<file path="config.mk">
export PLATFORM = sky130hd
export DESIGN_NAME = integer_to_ascii_text_core
export DESIGN_NICKNAME = d
export VERILOG_FILES = /design/src/int2a_pkg.sv /design/src/int2a_bcd.sv /design/src/integer_to_ascii_text_core.sv
export SDC_FILE = /design/constraint.sdc
export NUM_CORES = 1
export LEC_CHECK = 0
export BUFFER_PORTS_ARGS = -buffer_cell sky130_fd_sc_hd__buf_2
export CAP_MARGIN = 10
export CORE_MARGIN = 5
export CORE_UTILIZATION = 55
export CTS_CLUSTER_SIZE = 40
export DETAILED_ROUTE_END_ITERATION = 12
export PLACE_DENSITY = 0.84
export SETUP_SLACK_MARGIN = 0.2
export SKIP_LAST_GASP = 1
export SYNTH_ARGS = -nofsm -noshare
export SYNTH_HDL_FRONTEND = slang
export SYNTH_SLANG_ARGS = --single-unit
</file>
<file path="constraint.sdc">
create_clock -name clk -period 7.4 [get_ports clk]
set_clock_uncertainty 0.2 [all_clocks]
set_input_delay 1.11 -clock clk [delete_from_list [all_inputs] [get_ports clk]]
set_output_delay 1.11 -clock clk [all_outputs]
set_load 0.01 [all_outputs]
</file>
<file path="src/int2a_pkg.sv">
// Shared types, format codes and ASCII constants for the integer-to-text core.
// No dependencies; used by int2a_bcd and integer_to_ascii_text_core.
package int2a_pkg;

	// Format codes carried on the func field
	localparam logic [1:0] FUNC_SDEC = 2'd0;
	localparam logic [1:0] FUNC_UDEC = 2'd1;
	localparam logic [1:0] FUNC_HEX  = 2'd2;
	localparam logic [1:0] FUNC_PTR  = 2'd3;

	localparam int FUNC_W     = 2;
	localparam int VALUE_W    = 64;
	localparam int WORD_W     = 32;
	localparam int BCD_DIGITS = 10;
	localparam int BCD_W      = 4 * BCD_DIGITS;
	localparam int CHAR_W     = 8;

	// Index of the most significant digit for each format
	localparam logic [3:0] TOP_DIG_PTR = 4'd15;
	localparam logic [3:0] TOP_DIG_HEX = 4'd7;
	localparam logic [3:0] TOP_DIG_DEC = 4'd9;

	localparam logic [7:0] CH_ZERO    = 8'h30;
	localparam logic [7:0] CH_LOWER_A = 8'h61;
	localparam logic [7:0] CH_X       = 8'h78;
	localparam logic [7:0] CH_MINUS   = 8'h2d;

	// Status of the serial binary-to-BCD converter
	typedef struct packed {
		logic busy;
		logic final_step;
	} bcd_stat_t;

	// One digit (0..15) to its lowercase ASCII character
	function automatic logic [7:0] hex_char(input logic [3:0] n);
		logic [7:0] c;
		if (n < 4'd10) begin
			c = CH_ZERO + {4'b0000, n};
		end else begin
			c = CH_LOWER_A - 8'd10 + {4'b0000, n};
		end
		return c;
	endfunction

endpackage

</file>
<file path="src/int2a_bcd.sv">
// Bit-serial binary to BCD converter (shift and add 3), one input bit per cycle.
// Depends on int2a_pkg.
module int2a_bcd (
	input  logic                            clk,
	input  logic                            arst_n,
	input  logic                            start,
	input  logic [int2a_pkg::WORD_W-1:0]    bin,
	output logic [int2a_pkg::BCD_W-1:0]     bcd,
	output int2a_pkg::bcd_stat_t            stat
);

	logic [int2a_pkg::WORD_W-1:0] bin_q;
	logic [int2a_pkg::BCD_W-1:0]  bcd_q;
	logic [int2a_pkg::BCD_W-1:0]  adj;
	logic [4:0]                   cnt_q;
	logic                         busy_q;

	// Add 3 to every digit of 5 or more before the next shift
	always_comb begin
		for (int i = 0; i < int2a_pkg::BCD_DIGITS; i++) begin
			if (bcd_q[4*i +: 4] >= 4'd5) begin
				adj[4*i +: 4] = bcd_q[4*i +: 4] + 4'd3;
			end else begin
				adj[4*i +: 4] = bcd_q[4*i +: 4];
			end
		end
	end

	// Control: 32 shift steps per conversion
	always_ff @(posedge clk or negedge arst_n) begin
		if (!arst_n) begin
			busy_q <= 1'b0;
			cnt_q  <= '0;
		end else if (start) begin
			busy_q <= 1'b1;
			cnt_q  <= '0;
		end else if (busy_q) begin
			cnt_q <= cnt_q + 5'd1;
			if (cnt_q == 5'd31) begin
				busy_q <= 1'b0;
			end
		end
	end

	// Datapath shift registers
	always_ff @(posedge clk) begin
		if (start) begin
			bin_q <= bin;
			bcd_q <= '0;
		end else if (busy_q) begin
			bcd_q <= {adj[int2a_pkg::BCD_W-2:0], bin_q[int2a_pkg::WORD_W-1]};
			bin_q <= {bin_q[int2a_pkg::WORD_W-2:0], 1'b0};
		end
	end

	assign bcd             = bcd_q;
	assign stat.busy       = busy_q;
	assign stat.final_step = busy_q && (cnt_q == 5'd31);

endmodule

</file>
<file path="src/integer_to_ascii_text_core.sv">
// Integer to ASCII text: signed/unsigned decimal, hex, and 0x-prefixed pointer hex.
// Decimal items pass through the BCD converter (32 shift steps), a load of its result,
// then a digit scan that skips leading zeros and the emit of each character; hex and
// pointer hex items skip the converter. One item in flight; the next is taken the cycle
// after the last character is loaded into the output register; output stalls hold it.
// Reset (arst_n low, asynchronous) returns the sequencer to idle and drops out_valid.
module integer_to_ascii_text_core (
	input  logic                              clk,
	input  logic                              arst_n,
	input  logic                              in_valid,
	output logic                              in_ready,
	input  logic [int2a_pkg::FUNC_W-1:0]      func,
	input  logic [int2a_pkg::VALUE_W-1:0]     value,
	output logic                              out_valid,
	input  logic                              out_ready,
	output logic [int2a_pkg::CHAR_W-1:0]      text_char,
	output logic                              last
);

	localparam logic [2:0] ST_IDLE   = 3'd0;
	localparam logic [2:0] ST_PREFIX = 3'd1;
	localparam logic [2:0] ST_CONV   = 3'd2;
	localparam logic [2:0] ST_SKIP   = 3'd3;
	localparam logic [2:0] ST_EMIT   = 3'd4;

	logic [2:0]                           state_q;
	logic [int2a_pkg::FUNC_W-1:0]         func_q;
	logic [int2a_pkg::VALUE_W-1:0]        dig_q;
	logic [3:0]                           cnt_q;
	logic                                 pre_idx_q;
	logic                                 out_valid_q;
	logic [int2a_pkg::CHAR_W-1:0]         text_char_q;
	logic                                 last_q;

	logic                                 in_xfer;
	logic                                 out_free;
	logic                                 neg;
	logic                                 is_dec;
	logic                                 hex_mode;
	logic [int2a_pkg::WORD_W-1:0]         mag32;
	logic [3:0]                           cur_nib;
	logic                                 emit;
	logic [int2a_pkg::CHAR_W-1:0]         emit_char;
	logic                                 emit_last;
	logic [int2a_pkg::BCD_W-1:0]          bcd;
	int2a_pkg::bcd_stat_t                 bcd_stat;

	assign in_ready = (state_q == ST_IDLE);
	assign in_xfer  = in_valid && in_ready;
	assign out_free = !out_valid_q || out_ready;

	// Magnitude of the low word; negative only in signed decimal
	assign neg    = (func == int2a_pkg::FUNC_SDEC) && value[int2a_pkg::WORD_W-1];
	assign is_dec = (func == int2a_pkg::FUNC_SDEC) || (func == int2a_pkg::FUNC_UDEC);
	assign mag32  = neg ? (~value[int2a_pkg::WORD_W-1:0] + 32'd1)
	                    : value[int2a_pkg::WORD_W-1:0];

	assign hex_mode = (func_q == int2a_pkg::FUNC_HEX) || (func_q == int2a_pkg::FUNC_PTR);
	assign cur_nib  = dig_q[{cnt_q, 2'b00} +: 4];

	int2a_bcd u_bcd (
		.clk    (clk),
		.arst_n (arst_n),
		.start  (in_xfer && is_dec),
		.bin    (mag32),
		.bcd    (bcd),
		.stat   (bcd_stat)
	);

	// Character chosen for the output register this cycle
	always_comb begin
		emit      = 1'b0;
		emit_char = int2a_pkg::hex_char(cur_nib);
		emit_last = 1'b0;
		unique case (state_q)
			ST_PREFIX: begin
				emit = out_free;
				if (func_q == int2a_pkg::FUNC_PTR) begin
					emit_char = pre_idx_q ? int2a_pkg::CH_X : int2a_pkg::CH_ZERO;
				end else begin
					emit_char = int2a_pkg::CH_MINUS;
				end
			end
			ST_EMIT: begin
				emit      = out_free;
				emit_last = (cnt_q == 4'd0);
			end
			default: begin
				emit = 1'b0;
			end
		endcase
	end

	// Sequencer
	always_ff @(posedge clk or negedge arst_n) begin
		if (!arst_n) begin
			state_q   <= ST_IDLE;
			func_q    <= int2a_pkg::FUNC_SDEC;
			cnt_q     <= '0;
			pre_idx_q <= 1'b0;
		end else begin
			unique case (state_q)
				ST_IDLE: begin
					if (in_xfer) begin
						func_q    <= func;
						pre_idx_q <= 1'b0;
						if (func == int2a_pkg::FUNC_PTR) begin
							cnt_q <= int2a_pkg::TOP_DIG_PTR;
						end else if (func == int2a_pkg::FUNC_HEX) begin
							cnt_q <= int2a_pkg::TOP_DIG_HEX;
						end else begin
							cnt_q <= int2a_pkg::TOP_DIG_DEC;
						end
						if (neg || (func == int2a_pkg::FUNC_PTR)) begin
							state_q <= ST_PREFIX;
						end else if (is_dec) begin
							state_q <= ST_CONV;
						end else begin
							state_q <= ST_SKIP;
						end
					end
				end
				ST_PREFIX: begin
					if (out_free) begin
						if (func_q == int2a_pkg::FUNC_PTR && !pre_idx_q) begin
							pre_idx_q <= 1'b1;
						end else begin
							state_q <= hex_mode ? ST_SKIP : ST_CONV;
						end
					end
				end
				ST_CONV: begin
					if (!bcd_stat.busy) begin
						state_q <= ST_SKIP;
					end
				end
				ST_SKIP: begin
					if (cur_nib == 4'd0 && cnt_q != 4'd0) begin
						cnt_q <= cnt_q - 4'd1;
					end else begin
						state_q <= ST_EMIT;
					end
				end
				ST_EMIT: begin
					if (out_free) begin
						if (cnt_q == 4'd0) begin
							state_q <= ST_IDLE;
						end else begin
							cnt_q <= cnt_q - 4'd1;
						end
					end
				end
				default: begin
					state_q <= ST_IDLE;
				end
			endcase
		end
	end

	// Digit store: raw nibbles for hex, BCD result for decimal
	always_ff @(posedge clk) begin
		if (in_xfer) begin
			if (func == int2a_pkg::FUNC_PTR) begin
				dig_q <= value;
			end else begin
				dig_q <= {{(int2a_pkg::VALUE_W-int2a_pkg::WORD_W){1'b0}},
				          value[int2a_pkg::WORD_W-1:0]};
			end
		end else if (state_q == ST_CONV && !bcd_stat.busy) begin
			dig_q <= {{(int2a_pkg::VALUE_W-int2a_pkg::BCD_W){1'b0}}, bcd};
		end
	end

	// Output register
	always_ff @(posedge clk or negedge arst_n) begin
		if (!arst_n) begin
			out_valid_q <= 1'b0;
		end else if (emit) begin
			out_valid_q <= 1'b1;
		end else if (out_ready) begin
			out_valid_q <= 1'b0;
		end
	end

	always_ff @(posedge clk) begin
		if (emit) begin
			text_char_q <= emit_char;
			last_q      <= emit_last;
		end
	end

	assign out_valid = out_valid_q;
	assign text_char = text_char_q;
	assign last      = last_q;

	// Checks
	a_accept_leaves_idle: assert property (@(posedge clk) disable iff (!arst_n)
		in_xfer |=> (state_q != ST_IDLE))
		else $error("sequencer stayed idle after an input transfer");

	a_bcd_busy_state: assert property (@(posedge clk) disable iff (!arst_n)
		bcd_stat.busy |-> (state_q == ST_PREFIX || state_q == ST_CONV))
		else $error("BCD converter running outside prefix/conversion");

	a_bcd_finish: assert property (@(posedge clk) disable iff (!arst_n)
		bcd_stat.final_step |=> !bcd_stat.busy)
		else $error("BCD converter did not stop after its last step");

	a_dec_digit: assert property (@(posedge clk) disable iff (!arst_n)
		(state_q == ST_EMIT && !hex_mode) |-> (cur_nib < 4'd10))
		else $error("decimal digit out of range");

endmodule
</file>
==> summary.txt <==
STA
  • Final Max Slew Viols: 0
  • Fraction of the cycle the final worst path needs: 52.0%
  • Total Neg Setup Slack: 0 ns
  • Max Freq: 260 MHz
  • Final hold viol count: 0
  • Tightest Pin Transition: 1.09 ns
  • RSZ-0062 raised after global routing: no
  • Final setup violation count: 0
  • Slew Limit Headroom: 27.0%
  • Tmin final: 3.85 ns

Clocking
  • Inserted Clock Buffers: 17
  • Longest Clk Path Bufs: 2
  • Cts hold-fix bufs: 0
  • Cts repair resizes: 0
  • Setup repair bufs after CTS: 0
  • Clock-pin slew on the worst setup and hold paths: 0.06 ns
  • CTS tree: yes
  • CTS H-tree lvls: 4
  • Clk sinks: 161
  • Later-pin clock latency in the skew report: 0.43 ns
  • Clock Tree Root: clkbuf_16

Global routing
  • First-pass GRT wire length: 31,700 um
  • Vias in the first global route: 6,217
  • Antenna violations before repair: 0
  • Largest net degree at the start of global routing: 65
  • Overall routing resource usage: 22.3%
  • Grt total ovfl: 0

Routing
  • Drt drc: 0
  • Initial DRC Count: 728
  • Vias: 6,397
  • Wire length per cell: 17.9 um
  • ANT nets after route: 0
  • Via density: 5.78
  • Final wirelength: 19,800 um
  • Pre-antenna DRT Iters: 5

Power and ir drop
  • Max VDD drop: 0.191 mV
  • Leak: 3.95 nW
  • Cell Pwr Density: 438 nW/um^2

Logic synthesis
  • Yosys cell types: 56
  • Cell count after synthesis: 821
  • Post-synth EDFFs: 104
  • YS warnings: 0
  • Syn Area/Cell: 10.5 um^2
  • Seq cells post-synth: 161
  • Mapped Area: 8600 um^2
  • Post-Syn Nets: 917
  • Register area share after synthesis: 50.6%
  • Fraction of registers with async set/reset: 10.6%
  • Dominant synthesized flop cell: edfxtp_1

Floorplanning
  • Die area: 18,200 um^2
  • Starting Density: 56.4%
  • Core Region: 15,300 um^2
  • Row count: 45
  • Die boundary height: 135 um
  • Die Span X: 135 um
  • I/O pin cnt: 81

Worst setup path
  • Startpoint Class: flip-flop
  • Critical R2R Launch: state_q[0]$_DFFE_PN0P_
  • Setup CP Type: reg2reg
  • CP Data Required Time: 7.37 ns
  • Largest fanout on the critical path: 63
  • Worst setup EP type: flip-flop
  • Worst Path Arrival: 3.82 ns
  • Worst setup path startpoint: state_q[0]$_DFFE_PN0P_

Min path
  • Hold Crit Start: u_bcd.bcd[39]$_SDFFE_PP0P_
  • Worst Hold Class: reg2reg

Layout
  • Multi-input gate area: 3980 um^2
  • Diode count: 0
  • Nets: 978
  • Layout area overhead: 13.3%
  • FF+latch area: 4350 um^2
  • Ratio of cells with drive above 1 in the final layout: 19.2%
  • Cell area after layout: 9750 um^2
  • Fillers: 1,128

Place
  • Gpl congestion: 0.870
  • Hpwl dp: 13,500 um
  • Area after DPL: 9150 um^2
  • PortBufs: 79

Run status
  • Status: finished, final reports clean

Flow run
  • Max cap viols: 0
-- logic make-up after synthesis --
logic type,synth area share (%)
and+or+nand+nor,14.1
adders and majority gates,3.78
muxes,10.7
AOI/OAI and AO/OA,12.7
other,0.0873
xor gates and xnor gates,4.68
buffers and inverters,3.40
DFF,50.6
-- worst max-delay path: stages (launching register included) --
cell     delay (ns)
dfrtp_1        0.61
nor3_1         0.15
nand2_2        0.10
buf_4          0.50
or2_2          0.94
nand2_1        0.64
buf_4          0.42
-- flip-flops by register name, indices dropped and copies added, names as in the netlist --
| register | count |
|---|---|
| dig_q | 64 |
| u_bcd.bin_q | 32 |
| cnt_q | 4 |
| pre_idx_q | 1 |
| state_q | 3 |
| func_q | 2 |
| u_bcd.busy_q | 1 |
| u_bcd.bcd | 40 |
| text_char | 7 |
| u_bcd.cnt_q | 5 |
| last | 1 |
| out_valid | 1 |
-- worst paths after layout --
| check | endpoint | slack [ns] | depth (start not counted) |
|---|---|---|---|
| min | u_bcd.bcd[39]$_SDFFE_PP0P_ | 0.30 | 2 |
| min reg2reg | u_bcd.bcd[39]$_SDFFE_PP0P_ | 0.30 | 2 |
| max in group asynchronous | u_bcd.busy_q$_DFF_PN0_ | 6.28 | 1 |
| min in group asynchronous | state_q[1]$_DFFE_PN0P_ | 0.40 | 1 |
| max | u_bcd.bin_q[14]$_DFFE_PP_ | 3.55 | 6 |
| max reg2reg | u_bcd.bin_q[14]$_DFFE_PP_ | 3.55 | 6 |
-- layout by cell type (no fill, tap or decap), types with 4 or more instances in the layout --
cell	synthesis	layout
edfxtp_1	104	104
buf_2	3	79
nand2_1	76	75
nor2_1	71	70
a21oi_1	54	54
o21ai_1	46	46
dfxtp_1	40	40
o21ai_0	38	38
mux2_2	33	33
xnor2_1	29	29
and2_1	28	28
mux2i_1	27	27
inv_1	26	26
ha_1	26	26
xor2_1	17	17
clkbuf_16	0	17
dfrtp_1	17	16
nand3_1	14	14
nand2b_1	14	14
mux4_2	12	12
nor3_1	11	10
or3_1	9	9
a22o_1	9	9
a211oi_1	9	9
a31oi_1	8	8
nor3b_1	8	8
nor2b_1	7	7
buf_4	2	7
a22oi_1	6	6
clkinvlp_4	0	4
-- final cells by class --
cell class / count / area share [%]
repair buffers: 86 / 4.60
clock inverters: 10 / 1.37
clock buffers: 22 / 4.76
flip-flops and latches: 161 / 44.6
well taps: 211 / 2.71
multi-input cells: 587 / 40.8
inverters: 29 / 1.12
-- metal layers --
metal	wire length, um	vias to the layer above	track usage (%)
met5	0	-	0
met4	593	0	9.91
met3	1030	50	4.10
met2	9920	217	37.1
met1	8270	3056	28.7
li1	-	3074	-
-- per-stage QoR --
stage          util [%]  total power [mW]  hold WS, ns  cells  worst slack [ns]
6_report           63.9              4.27        0.304   1106              3.55
5_1_grt            63.9              4.57        0.332   1106              3.27
4_1_cts            63.9              4.27        0.303   1106              3.58
3_5_place_dp       60.0              3.36        0.275   1074              3.12
3_3_place_gp       60.0              3.27        0.264   1074              3.19
2_1_floorplan         -              2.95        0.245    821              1.10
-- report_power, final --
part | leakage (nW) | total (mW) | internal [mW] | switching, mW
sequential | 1.55 | 1.73 | 1.44 | 0.289
clock | 0.280 | 0.894 | 0.546 | 0.349
combinational | 2.12 | 1.65 | 0.739 | 0.911
total | 3.95 | 4.27 | 2.72 | 1.55
-- synthesized netlist by cell type (3+ instances only) --
master | number | area share, %
dfxtp_1 | 40 | 9.3
nand4_1 | 3 | 0.22
o21ai_1 | 46 | 2.7
mux2_2 | 33 | 4.3
a211oi_1 | 9 | 0.79
and2_1 | 28 | 2.0
or3_1 | 9 | 0.65
dfrtp_1 | 17 | 4.9
mux4_2 | 12 | 3.1
nand3_1 | 14 | 0.81
a22o_1 | 9 | 0.92
nor3b_1 | 8 | 0.70
nand3b_1 | 3 | 0.26
ha_1 | 26 | 3.8
nand2_1 | 76 | 3.3
inv_1 | 26 | 1.1
a22oi_1 | 6 | 0.52
a31oi_1 | 8 | 0.58
nand2b_1 | 14 | 1.0
clkbuf_1 | 35 | 1.5
a21oi_1 | 54 | 3.1
o21ai_0 | 38 | 2.2
xnor2_1 | 29 | 3.0
buf_1 | 3 | 0.13
edfxtp_1 | 104 | 36
mux2i_1 | 27 | 3.1
xor2_1 | 17 | 1.7
nor2b_1 | 7 | 0.51
nor3_1 | 11 | 0.64
buf_2 | 3 | 0.17
nor2_1 | 71 | 3.1
inv_2 | 3 | 0.13
Power figures use the tool's default switching activity.
